==> src/design/dkpu_pkg.sv <==
// Shared types, widths and reset constants for the point update block.
`default_nettype none
package dkpu_pkg;

  localparam int unsigned FRAC_BITS_DEF = 16;
  localparam int unsigned EST_W         = 32;
  localparam int unsigned VAR_W         = 31;
  localparam int unsigned IN_DATA_W     = 192;
  localparam int unsigned OUT_DATA_W    = 256;
  localparam int unsigned APB_ADDR_W    = 3;

  localparam logic [VAR_W-1:0] RESET_PIXEL_VAR = VAR_W'(65536);
  localparam logic [VAR_W-1:0] RESET_DEPTH_VAR = VAR_W'(655360);

  // Register indexes (paddr[2])
  localparam logic REG_PIXEL_VAR = 1'b0;
  localparam logic REG_DEPTH_VAR = 1'b1;

  // Command codes
  localparam logic CMD_START  = 1'b0;
  localparam logic CMD_UPDATE = 1'b1;

  typedef enum logic [1:0] {
    LANE_IDLE,
    LANE_DIV,
    LANE_MUL,
    LANE_FIN
  } lane_state_e;

  typedef enum logic [1:0] {
    TOP_IDLE,
    TOP_RUN,
    TOP_FIN
  } top_state_e;

  // Operands handed to one component lane
  typedef struct packed {
    logic [VAR_W-1:0] var_s;
    logic [VAR_W-1:0] noise;
    logic [EST_W-1:0] meas;
    logic [EST_W-1:0] est;
  } lane_req_t;

  // Updated estimate and variance from one lane
  typedef struct packed {
    logic [EST_W-1:0] est;
    logic [VAR_W-1:0] var_s;
  } lane_res_t;

endpackage
`default_nettype wire

==> src/design/dkpu_lane.sv <==
// One component lane: bit-serial gain divide, bit-serial gain multiply, final rounding.
`default_nettype none
module dkpu_lane import dkpu_pkg::*; #(
  parameter int unsigned FracBits = FRAC_BITS_DEF
) (
  input  wire logic      clk_i,
  input  wire logic      rst_ni,
  input  wire logic      start_i,
  input  wire lane_req_t req_i,
  output logic           done_o,
  output lane_res_t      res_o
);

  localparam int unsigned CntW  = $clog2(FracBits + 1);
  localparam int unsigned AccW  = 34 + FracBits;
  localparam int unsigned ProdW = VAR_W + FracBits;

  lane_state_e state_q, state_d;
  logic [CntW-1:0] cnt_q, cnt_d;
  logic            done_q;
  logic            last_step;

  logic [EST_W-1:0]    den_q;
  logic [EST_W-1:0]    rem_q;
  logic [FracBits-1:0] quo_q;
  logic [EST_W:0]      diff_q;
  logic [VAR_W-1:0]    s_q;
  logic [EST_W-1:0]    est_q;
  logic [AccW-1:0]     acc_q;
  logic [ProdW-1:0]    ks_q;
  lane_res_t           res_q;

  logic [EST_W+1:0] trial;
  logic             qbit;
  logic [AccW-1:0]  acc_add;
  logic [ProdW-1:0] ks_add;
  logic [AccW-1:0]  acc_rnd;
  logic [AccW-1:0]  delta;
  logic [ProdW-1:0] var_full;

  assign last_step = (cnt_q == CntW'(FracBits - 1));

  // Restoring divide step: shift remainder, try subtract
  assign trial = {1'b0, rem_q, 1'b0} - {2'b00, den_q};
  assign qbit  = ~trial[EST_W+1];

  // Multiply step, gain bits taken MSB first
  assign acc_add = quo_q[FracBits-1] ? {{(AccW-EST_W-1){diff_q[EST_W]}}, diff_q} : '0;
  assign ks_add  = quo_q[FracBits-1] ? {{(ProdW-VAR_W){1'b0}}, s_q} : '0;

  // Truncate toward zero, then scale back
  assign acc_rnd  = acc_q + (acc_q[AccW-1] ? {{(AccW-FracBits){1'b0}}, {FracBits{1'b1}}} : '0);
  assign delta    = AccW'($signed(acc_rnd) >>> FracBits);
  assign var_full = {s_q, {FracBits{1'b0}}} - ks_q;

  always_ff @(posedge clk_i or negedge rst_ni) begin
    if (!rst_ni) begin
      state_q <= LANE_IDLE;
      cnt_q   <= '0;
      done_q  <= 1'b0;
    end else begin
      state_q <= state_d;
      cnt_q   <= cnt_d;
      done_q  <= (state_q == LANE_FIN);
    end
  end

  // Sequence divide, multiply and finish
  always_comb begin
    state_d = state_q;
    cnt_d   = cnt_q;
    unique case (state_q)
      LANE_IDLE: begin
        cnt_d = '0;
        if (start_i) state_d = LANE_DIV;
      end
      LANE_DIV: begin
        cnt_d = cnt_q + 1'b1;
        if (last_step) begin
          cnt_d   = '0;
          state_d = LANE_MUL;
        end
      end
      LANE_MUL: begin
        cnt_d = cnt_q + 1'b1;
        if (last_step) begin
          cnt_d   = '0;
          state_d = LANE_FIN;
        end
      end
      LANE_FIN: state_d = LANE_IDLE;
      default:  state_d = LANE_IDLE;
    endcase
  end

  // Datapath shift registers
  always_ff @(posedge clk_i) begin
    unique case (state_q)
      LANE_IDLE: begin
        if (start_i) begin
          den_q  <= {1'b0, req_i.var_s} + {1'b0, req_i.noise};
          rem_q  <= {1'b0, req_i.var_s};
          quo_q  <= '0;
          diff_q <= {req_i.meas[EST_W-1], req_i.meas} - {req_i.est[EST_W-1], req_i.est};
          s_q    <= req_i.var_s;
          est_q  <= req_i.est;
          acc_q  <= '0;
          ks_q   <= '0;
        end
      end
      LANE_DIV: begin
        if (qbit) rem_q <= trial[EST_W-1:0];
        else      rem_q <= {rem_q[EST_W-2:0], 1'b0};
        quo_q <= {quo_q[FracBits-2:0], qbit};
      end
      LANE_MUL: begin
        acc_q <= {acc_q[AccW-2:0], 1'b0} + acc_add;
        ks_q  <= {ks_q[ProdW-2:0], 1'b0} + ks_add;
        quo_q <= {quo_q[FracBits-2:0], 1'b0};
      end
      LANE_FIN: begin
        res_q.est   <= est_q + delta[EST_W-1:0];
        res_q.var_s <= var_full[ProdW-1:FracBits];
      end
      default: ;
    endcase
  end

  assign done_o = done_q;
  assign res_o  = res_q;

endmodule
`default_nettype wire

==> src/design/diag_kalman_point_update.sv <==
// Top level: point state, three update lanes, stream and register ports.
//
// Usage: items arrive on the s_axis channel; tuser carries the command
// (0 start/seed, 1 measurement update). Each accepted item produces exactly
// one result on m_axis showing the point state after the item; the result
// tuser carries the error flag (an update with a zero noise value, which
// leaves the state unchanged). The two default variances are set through
// the APB port at byte addresses 0 and 4 and apply at the next start.
// A measurement update runs the bit-serial gain divide and then the
// bit-serial gain multiply, one bit per cycle in each lane; the three lanes
// run side by side. Start and error items go straight to the result and
// skip the lanes. One item is in work at a time; the next is accepted once
// the sequencer is back in idle after the result is loaded. Reset clears
// estimates and depth range to zero, loads the default variances and clears
// the guess mark. When the receiver stalls, the result is held in the output
// register; a following item may be accepted and worked on, and waits for
// the register to free before it is committed.
`default_nettype none
module diag_kalman_point_update import dkpu_pkg::*; #(
  parameter int unsigned FracBits = FRAC_BITS_DEF
) (
  input  wire logic                  clk_i,
  input  wire logic                  rst_ni,
  // meas_u[31:0], meas_v[63:32], meas_depth[95:64], noise_u[126:96],
  // noise_v[157:127], noise_depth[188:158], start_guessed[189], zero fill
  input  wire logic [IN_DATA_W-1:0]  s_axis_tdata,
  // cmd[0]
  input  wire logic                  s_axis_tuser,
  input  wire logic                  s_axis_tvalid,
  output logic                       s_axis_tready,
  // est_u[31:0], est_v[63:32], est_depth[95:64], var_u[126:96],
  // var_v[157:127], var_depth[188:158], depth_lo[220:189],
  // depth_hi[252:221], is_guessed[253], zero fill
  output logic [OUT_DATA_W-1:0]      m_axis_tdata,
  // error[0]
  output logic                       m_axis_tuser,
  output logic                       m_axis_tvalid,
  input  wire logic                  m_axis_tready,
  input  wire logic                  psel,
  input  wire logic                  penable,
  input  wire logic                  pwrite,
  input  wire logic [APB_ADDR_W-1:0] paddr,
  input  wire logic [31:0]           pwdata,
  output logic [31:0]                prdata,
  output logic                       pready
);

  top_state_e state_q, state_d;

  logic [VAR_W-1:0] def_pix_q, def_dep_q;
  logic [EST_W-1:0] est_q [0:2];
  logic [VAR_W-1:0] var_q [0:2];
  logic [EST_W-1:0] lo_q, hi_q;
  logic             guess_q;

  logic             cmd_q, sg_q, err_q;
  logic [EST_W-1:0] md_q;
  logic [EST_W-1:0] seed_u_q, seed_v_q;

  logic                  m_valid_q;
  logic [OUT_DATA_W-1:0] m_data_q;
  logic                  m_err_q;

  logic             in_acc, in_err, commit, out_free;
  logic [2:0]       lane_done;
  lane_req_t        lane_req [0:2];
  lane_res_t        lane_res [0:2];

  logic [EST_W-1:0] est_d [0:2];
  logic [VAR_W-1:0] var_d [0:2];
  logic [EST_W-1:0] lo_d, hi_d;
  logic             guess_d;

  // Input fields
  logic [EST_W-1:0] in_meas  [0:2];
  logic [VAR_W-1:0] in_noise [0:2];

  assign in_meas[0]  = s_axis_tdata[31:0];
  assign in_meas[1]  = s_axis_tdata[63:32];
  assign in_meas[2]  = s_axis_tdata[95:64];
  assign in_noise[0] = s_axis_tdata[126:96];
  assign in_noise[1] = s_axis_tdata[157:127];
  assign in_noise[2] = s_axis_tdata[188:158];

  assign s_axis_tready = (state_q == TOP_IDLE);
  assign in_acc = s_axis_tvalid & s_axis_tready;
  assign in_err = (s_axis_tuser == CMD_UPDATE) &&
                  ((in_noise[0] == '0) || (in_noise[1] == '0) || (in_noise[2] == '0));
  assign out_free = ~m_valid_q | m_axis_tready;
  assign commit   = (state_q == TOP_FIN) & out_free;

  // Configuration port
  assign pready = 1'b1;
  assign prdata = {1'b0, (paddr[2] == REG_DEPTH_VAR) ? def_dep_q : def_pix_q};

  always_ff @(posedge clk_i or negedge rst_ni) begin
    if (!rst_ni) begin
      def_pix_q <= RESET_PIXEL_VAR;
      def_dep_q <= RESET_DEPTH_VAR;
    end else if (psel & penable & pwrite & pready) begin
      if (paddr[2] == REG_PIXEL_VAR) def_pix_q <= pwdata[VAR_W-1:0];
      else                           def_dep_q <= pwdata[VAR_W-1:0];
    end
  end

  // Component lanes
  for (genvar g = 0; g < 3; g++) begin : g_lane
    assign lane_req[g] = '{var_s: var_q[g], noise: in_noise[g],
                           meas: in_meas[g], est: est_q[g]};
    dkpu_lane #(.FracBits(FracBits)) u_lane (
      .clk_i   (clk_i),
      .rst_ni  (rst_ni),
      .start_i (in_acc & (s_axis_tuser == CMD_UPDATE) & ~in_err),
      .req_i   (lane_req[g]),
      .done_o  (lane_done[g]),
      .res_o   (lane_res[g])
    );
  end

  // Sequencer
  always_ff @(posedge clk_i or negedge rst_ni) begin
    if (!rst_ni) state_q <= TOP_IDLE;
    else         state_q <= state_d;
  end

  always_comb begin
    state_d = state_q;
    unique case (state_q)
      TOP_IDLE: begin
        if (in_acc) begin
          if ((s_axis_tuser == CMD_UPDATE) && !in_err) state_d = TOP_RUN;
          else                                         state_d = TOP_FIN;
        end
      end
      TOP_RUN: if (&lane_done) state_d = TOP_FIN;
      TOP_FIN: if (out_free) state_d = TOP_IDLE;
      default: state_d = TOP_IDLE;
    endcase
  end

  // Hold the item's control fields
  always_ff @(posedge clk_i) begin
    if (in_acc) begin
      cmd_q <= s_axis_tuser;
      sg_q  <= s_axis_tdata[189];
      err_q <= in_err;
      md_q  <= in_meas[2];
    end
  end

  // Seed u and v held beside the depth
  always_ff @(posedge clk_i) begin
    if (in_acc) begin
      seed_u_q <= in_meas[0];
      seed_v_q <= in_meas[1];
    end
  end

  // Next point state
  always_comb begin
    for (int i = 0; i < 3; i++) begin
      est_d[i] = est_q[i];
      var_d[i] = var_q[i];
    end
    lo_d    = lo_q;
    hi_d    = hi_q;
    guess_d = guess_q;
    priority if (cmd_q == CMD_START) begin
      est_d[0] = seed_u_q;
      est_d[1] = seed_v_q;
      est_d[2] = md_q;
      var_d[0] = def_pix_q;
      var_d[1] = def_pix_q;
      var_d[2] = def_dep_q;
      lo_d     = md_q;
      hi_d     = md_q;
      guess_d  = sg_q;
    end else if (!err_q) begin
      for (int i = 0; i < 3; i++) begin
        est_d[i] = lane_res[i].est;
        var_d[i] = lane_res[i].var_s;
      end
      if (guess_q) begin
        lo_d    = md_q;
        hi_d    = md_q;
        guess_d = 1'b0;
      end else begin
        if ($signed(md_q) > $signed(hi_q)) hi_d = md_q;
        if ($signed(md_q) < $signed(lo_q)) lo_d = md_q;
      end
    end else begin
      // Zero noise: hold the point state
      guess_d = guess_q;
    end
  end

  // Point state
  always_ff @(posedge clk_i or negedge rst_ni) begin
    if (!rst_ni) begin
      for (int i = 0; i < 3; i++) est_q[i] <= '0;
      var_q[0] <= RESET_PIXEL_VAR;
      var_q[1] <= RESET_PIXEL_VAR;
      var_q[2] <= RESET_DEPTH_VAR;
      lo_q     <= '0;
      hi_q     <= '0;
      guess_q  <= 1'b0;
    end else if (commit) begin
      for (int i = 0; i < 3; i++) begin
        est_q[i] <= est_d[i];
        var_q[i] <= var_d[i];
      end
      lo_q    <= lo_d;
      hi_q    <= hi_d;
      guess_q <= guess_d;
    end
  end

  // Output register
  always_ff @(posedge clk_i or negedge rst_ni) begin
    if (!rst_ni) begin
      m_valid_q <= 1'b0;
    end else if (commit) begin
      m_valid_q <= 1'b1;
    end else if (m_axis_tready) begin
      m_valid_q <= 1'b0;
    end
  end

  always_ff @(posedge clk_i) begin
    if (commit) begin
      m_data_q <= {2'b00, guess_d, hi_d, lo_d, var_d[2], var_d[1], var_d[0],
                   est_d[2], est_d[1], est_d[0]};
      m_err_q  <= err_q;
    end
  end

  assign m_axis_tvalid = m_valid_q;
  assign m_axis_tdata  = m_data_q;
  assign m_axis_tuser  = m_err_q;

endmodule
`default_nettype wire

==> config.mk <==
export PLATFORM = sky130hd
export DESIGN_NAME = diag_kalman_point_update
export DESIGN_NICKNAME = d
export VERILOG_FILES = /design/src/design/dkpu_pkg.sv /design/src/design/dkpu_lane.sv /design/src/design/diag_kalman_point_update.sv
export SDC_FILE = /design/constraint.sdc
export NUM_CORES = 2
export LEC_CHECK = 0
export ABC_AREA = 1
export CAP_MARGIN = 15
export CORE_ASPECT_RATIO = 1.4
export CORE_MARGIN = 5
export CORE_UTILIZATION = 60
export CTS_BUF_LIST = sky130_fd_sc_hd__clkbuf_2
export CTS_CLUSTER_DIAMETER = 80
export DETAILED_ROUTE_END_ITERATION = 8
export DONT_BUFFER_PORTS = 1
export PLACE_DENSITY_LB_ADDON = 0.25
export SLEW_MARGIN = 5
export SYNTH_ARGS = -nofsm -noshare
export SYNTH_HDL_FRONTEND = slang
export SYNTH_SLANG_ARGS = --single-unit
==> constraint.sdc <==
create_clock -name clk_i -period 16.6 [get_ports clk_i]
set_clock_uncertainty 0.1 [all_clocks]
set_input_delay 1.66 -clock clk_i [delete_from_list [all_inputs] [get_ports clk_i]]
set_output_delay 1.66 -clock clk_i [all_outputs]
set_load 0.01 [all_outputs]
==> reports/qor_table.md <==
| Quantity | This run |
| --- | --- |
| Run status | complete, but fails checks |
| Failing checks | design-rule violations |
| Synthesis-to-layout area growth | 7.17% |
| Number of unique standard cell types used by synthesis | 70 |
| # Max-Cap Violations | 0 |
| Final hold violations | 0 |
| Peak supply drop | 81.2 µV |
| Cell count after placement | 16600 |
| Portion of the post-synthesis area used by sequential elements | 0.430 |
| Required time of the worst setup path | 17940 ps |
| Number of H-tree branching levels | 5 |
| Number of instances on the worst hold path | 1 |
| Die outline area | 0.201 mm² |
| FFs w/ async S/R, synth | 0.201 |
| RSZ-0062 raised after global routing | false |
| Synthesis-stage register bit count | 1705 |
| Hold Crit Class | input pin to flip-flop |
| Post-route clock period utilization | 0.318 |
| Chip width | 380 µm |
| Post-Synth Adder-Cell Area | 0.0947 |
| Post-detailed-route wirelength per cell | 24.7 µm |
| Number of synthesized flops with an enable pin | 1362 |
| Max-slew headroom at the worst pin | 0.0907 |
| PD cells | 66.1 mW/mm² |
| Commonest non-fill, non-tap cells in the layout | 3306 x sky130_fd_sc_hd__nand2_1, 1998 x sky130_fd_sc_hd__inv_1, 1362 x sky130_fd_sc_hd__edfxtp_1, 1312 x sky130_fd_sc_hd__nor2_1, 1142 x sky130_fd_sc_hd__a21oi_1 |
| Final std cell area, no fill | 0.123 mm² |
| Critical register-to-register path endpoint | g_lane[0].u_lane.res_o[59] |
| Standard-cell row count | 190 |
| Total setup violations reported at the end of the flow | 0 |
| Initial antenna violation count | 72 |
| Net count, final | 15700 |
| CTS tree | done |
| Cell Area, Synth | 0.115 mm² |
| Remaining global-route overflow | 0 |
| Critical path capture point | g_lane[0].u_lane.res_o[59] |
| Peak Freq | 0.189 GHz |
| Max Fanout on Critical Path | 16 |
| Clock insertion delay at the later pin of the skew report | 1730 ps |
| Multiplexer share of the synthesized area | 0 |
| Layout Utilization | 0.646 |
| GP Congestion | 1.08 |
| Maximum number of pins on one net before global-route repair | 344 |
| Post-Synthesis Cells | 14300 |
| Worst setup SP type | flip-flop |
| Count of clock tree sinks | 1705 |
| Placeable Area | 0.191 mm² |
| Fin. max-slew vios | 0 |
| Placed cell areas | 0.118 mm² |
| Clock root buffer master | sky130_fd_sc_hd__clkbuf_2 |
| Overall track demand over capacity in global routing | 0.416 |
| Share of layout cells above drive strength 1 | 0.0558 |
| Maximum count of clock buffers along a single path | 4 |
| Primary FF master, synth | sky130_fd_sc_hd__edfxtp_1 |
| Worst r2r path cells | 22 |
| Reg clk slew, reported paths | 120 ps |
| Violation count after the first detailed-routing iteration | 12600 |
| Number of buffers inserted during clock tree synthesis | 411 |
| Data arrival time at the worst-slack endpoint | 6620 ps |
| Leakage power of the design | 55.6 nW |
| Most common library cell in the layout ignoring fill and taps | sky130_fd_sc_hd__nand2_1 |
| Wire length of the first global-routing pass | 632000 µm |
| Height of the chip | 528 µm |
| Time the final worst path needs with I/O delays and setup | 5280 ps |
| Start point of the critical path | g_lane[0].u_lane.acc_q[49] |
| Post-DRT Antenna Nets | 0 |
| DRC errors left | 1 |
| Number of detailed-routing iterations run before antenna repair | 9 |
| Complex-gate fraction of the synthesized area | 0.158 |
| Area share of xor/xnor cells in the synthesized design | 0.0355 |
| Actual slew at the worst max-slew pin | 1360 ps |
| Area share of and/or/nand/nor cells after synthesis | 0.207 |
| Number of buffers inserted by port buffering | 0 |
| Initial standard-cell utilization of the core | 0.603 |
| Ys Warns | 0 |
| Reg-to-reg setup timing slack | 11320 ps |
| Vias per std cell | 6.15 |
| Half-perimeter wire length after placement | 337000 µm |
| Synth Area per Inst | 8.05 µm² |
| Critical Path End Type | flip-flop |
| Final cell count without fillers | 17600 |
| Via count of the first global-routing pass | 104000 |
| Category of the critical setup timing path | flip-flop to flip-flop |
| Worst r2r src | g_lane[0].u_lane.acc_q[49] |
| Total negative slack for setup checks | 0 ps |
| Top-Level Pins | 527 |
| Final routed wirelength across all metal layers | 434000 µm |
| Setup Fix Bufs, Post-CTS | 0 |
| Largest family of logic cells by synthesized area | simple AND/OR/NAND/NOR gates |
| Number of vias in the routed layout | 108000 |
| Pwr Total | 8.16 mW |
## Yosys cell counts (72+ instances only)
library cell | instances | area, µm²
sky130_fd_sc_hd__nor2_1 | 1319 | 4950
sky130_fd_sc_hd__o21ai_0 | 1094 | 5480
sky130_fd_sc_hd__clkbuf_1 | 198 | 743
sky130_fd_sc_hd__o21bai_1 | 110 | 826
sky130_fd_sc_hd__nor4_1 | 83 | 519
sky130_fd_sc_hd__inv_1 | 1999 | 7500
sky130_fd_sc_hd__edfxtp_1 | 1362 | 40900
sky130_fd_sc_hd__nand4_1 | 147 | 920
sky130_fd_sc_hd__nand2_1 | 3311 | 12400
sky130_fd_sc_hd__a31oi_1 | 93 | 582
sky130_fd_sc_hd__nor3_1 | 189 | 946
sky130_fd_sc_hd__xor2_1 | 352 | 3080
sky130_fd_sc_hd__xnor2_1 | 115 | 1010
sky130_fd_sc_hd__o21a_1 | 108 | 811
sky130_fd_sc_hd__dfrtp_1 | 336 | 8410
sky130_fd_sc_hd__a21o_1 | 114 | 856
sky130_fd_sc_hd__o211ai_1 | 250 | 1880
sky130_fd_sc_hd__o21ai_1 | 134 | 671
sky130_fd_sc_hd__and2_1 | 72 | 450
sky130_fd_sc_hd__ha_1 | 843 | 10500
sky130_fd_sc_hd__a21oi_1 | 1145 | 5730
sky130_fd_sc_hd__nand3_1 | 547 | 2740
## layer usage
metal,global-route usage,wire length [µm]
met1,0.486,152000
met2,0.675,196000
met3,0.103,47900
met4,0.295,38400
met5,0,205
## registers in the layout, summed over array words and instances (netlist names), 6 cells and up
register and cells:
md_q 32, g_lane.u_lane.rem_q 96, g_lane.u_lane.res_o 189, lane_req 93, def_pix_q 31, g_lane.u_lane.ks_q 141, def_dep_q 31, seed_v_q 32
g_lane.u_lane.diff_q 99, g_lane.u_lane.quo_q 48, est_q 96, m_axis_tdata 254, g_lane.u_lane.acc_q 150, g_lane.u_lane.state_q 6, g_lane.u_lane.s_q 93, g_lane.u_lane.est_q 96
lo_q 32, g_lane.u_lane.den_q 96, seed_u_q 32, g_lane.u_lane.cnt_q 15, hi_q 32
## cells by family after synthesis
kind of cell / Yosys count
adder cells (fa/ha/maj): 861
AO/OA/AOI/OAI: 3211
AND/OR/NAND/NOR: 5788
XOR/XNOR: 467
flip-flops: 1705
other: 2
buffers and inverters: 2285
## worst min-delay path by stage
stage | startpoint | to | slack [ps]
final | s_axis_tdata[127] | g_lane[1].u_lane.den_q[0] | 160
after global routing | s_axis_tdata[127] | g_lane[1].u_lane.den_q[0] | 40
after CTS | s_axis_tdata[158] | g_lane[2].u_lane.den_q[0] | 8
after detailed placement | est_q[66] | g_lane[0].u_lane.est_q[2] | 330
after global placement | est_q[6] | g_lane[2].u_lane.est_q[6] | 330
after floorplan | err_q | m_axis_tuser | 320
## timing repair
item,in CTS,in global routing
hold buffers,118,1
gates resized for setup,0,0
endpoints found under the hold margin,481,34
## cell type report
cell class	count	area (µm²)
inverters	2013	7570
flip-flops and latches	1705	49500
clock inverters	200	1210
well taps	2496	3120
multi-input cells	10300	57200
repair buffers	189	1870
fillers	16300	67700
diodes	75	188
clock buffers	563	2820
## worst max-delay path, stage by stage, from the launching register on
cell                       delay, ps
sky130_fd_sc_hd__edfxtp_1        690
sky130_fd_sc_hd__ha_1            450
sky130_fd_sc_hd__nand2_1         120
sky130_fd_sc_hd__o21ai_0         220
sky130_fd_sc_hd__a21oi_1          80
sky130_fd_sc_hd__o21ai_0         440
sky130_fd_sc_hd__nand2_1         100
sky130_fd_sc_hd__nand2_1         160
sky130_fd_sc_hd__nand2_1         120
sky130_fd_sc_hd__xor2_1          440
sky130_fd_sc_hd__inv_1            90
sky130_fd_sc_hd__ha_1            350
sky130_fd_sc_hd__a21o_1          220
sky130_fd_sc_hd__a21oi_1         150
sky130_fd_sc_hd__nand2_1          80
sky130_fd_sc_hd__nand2_1          60
sky130_fd_sc_hd__nand3_1         170
sky130_fd_sc_hd__a21oi_1         470
sky130_fd_sc_hd__o21ai_1         220
sky130_fd_sc_hd__nand2_1         130
sky130_fd_sc_hd__nand2_1          60
sky130_fd_sc_hd__nand2_1          60
sky130_fd_sc_hd__nand2_1          40
## stage by stage
step / hold slack, ps / setup WS, ps
2_1_floorplan: 321 / 527
3_3_place_gp: 329 / 11050
3_5_place_dp: 332 / 10990
4_1_cts: 8.36 / 11190
5_1_grt: 38.0 / 11080
6_report: 159 / 11320
## power breakdown
part / switching (mW) / internal, mW / total (mW) / leakage [nW]
Clock: 1.93 / 1.13 / 3.06 / 2.96
Sequential: 0.0311 / 4.61 / 4.64 / 15.2
Combinational: 0.349 / 0.112 / 0.462 / 37.4
Note: power is estimated with default switching activity, not from simulation.
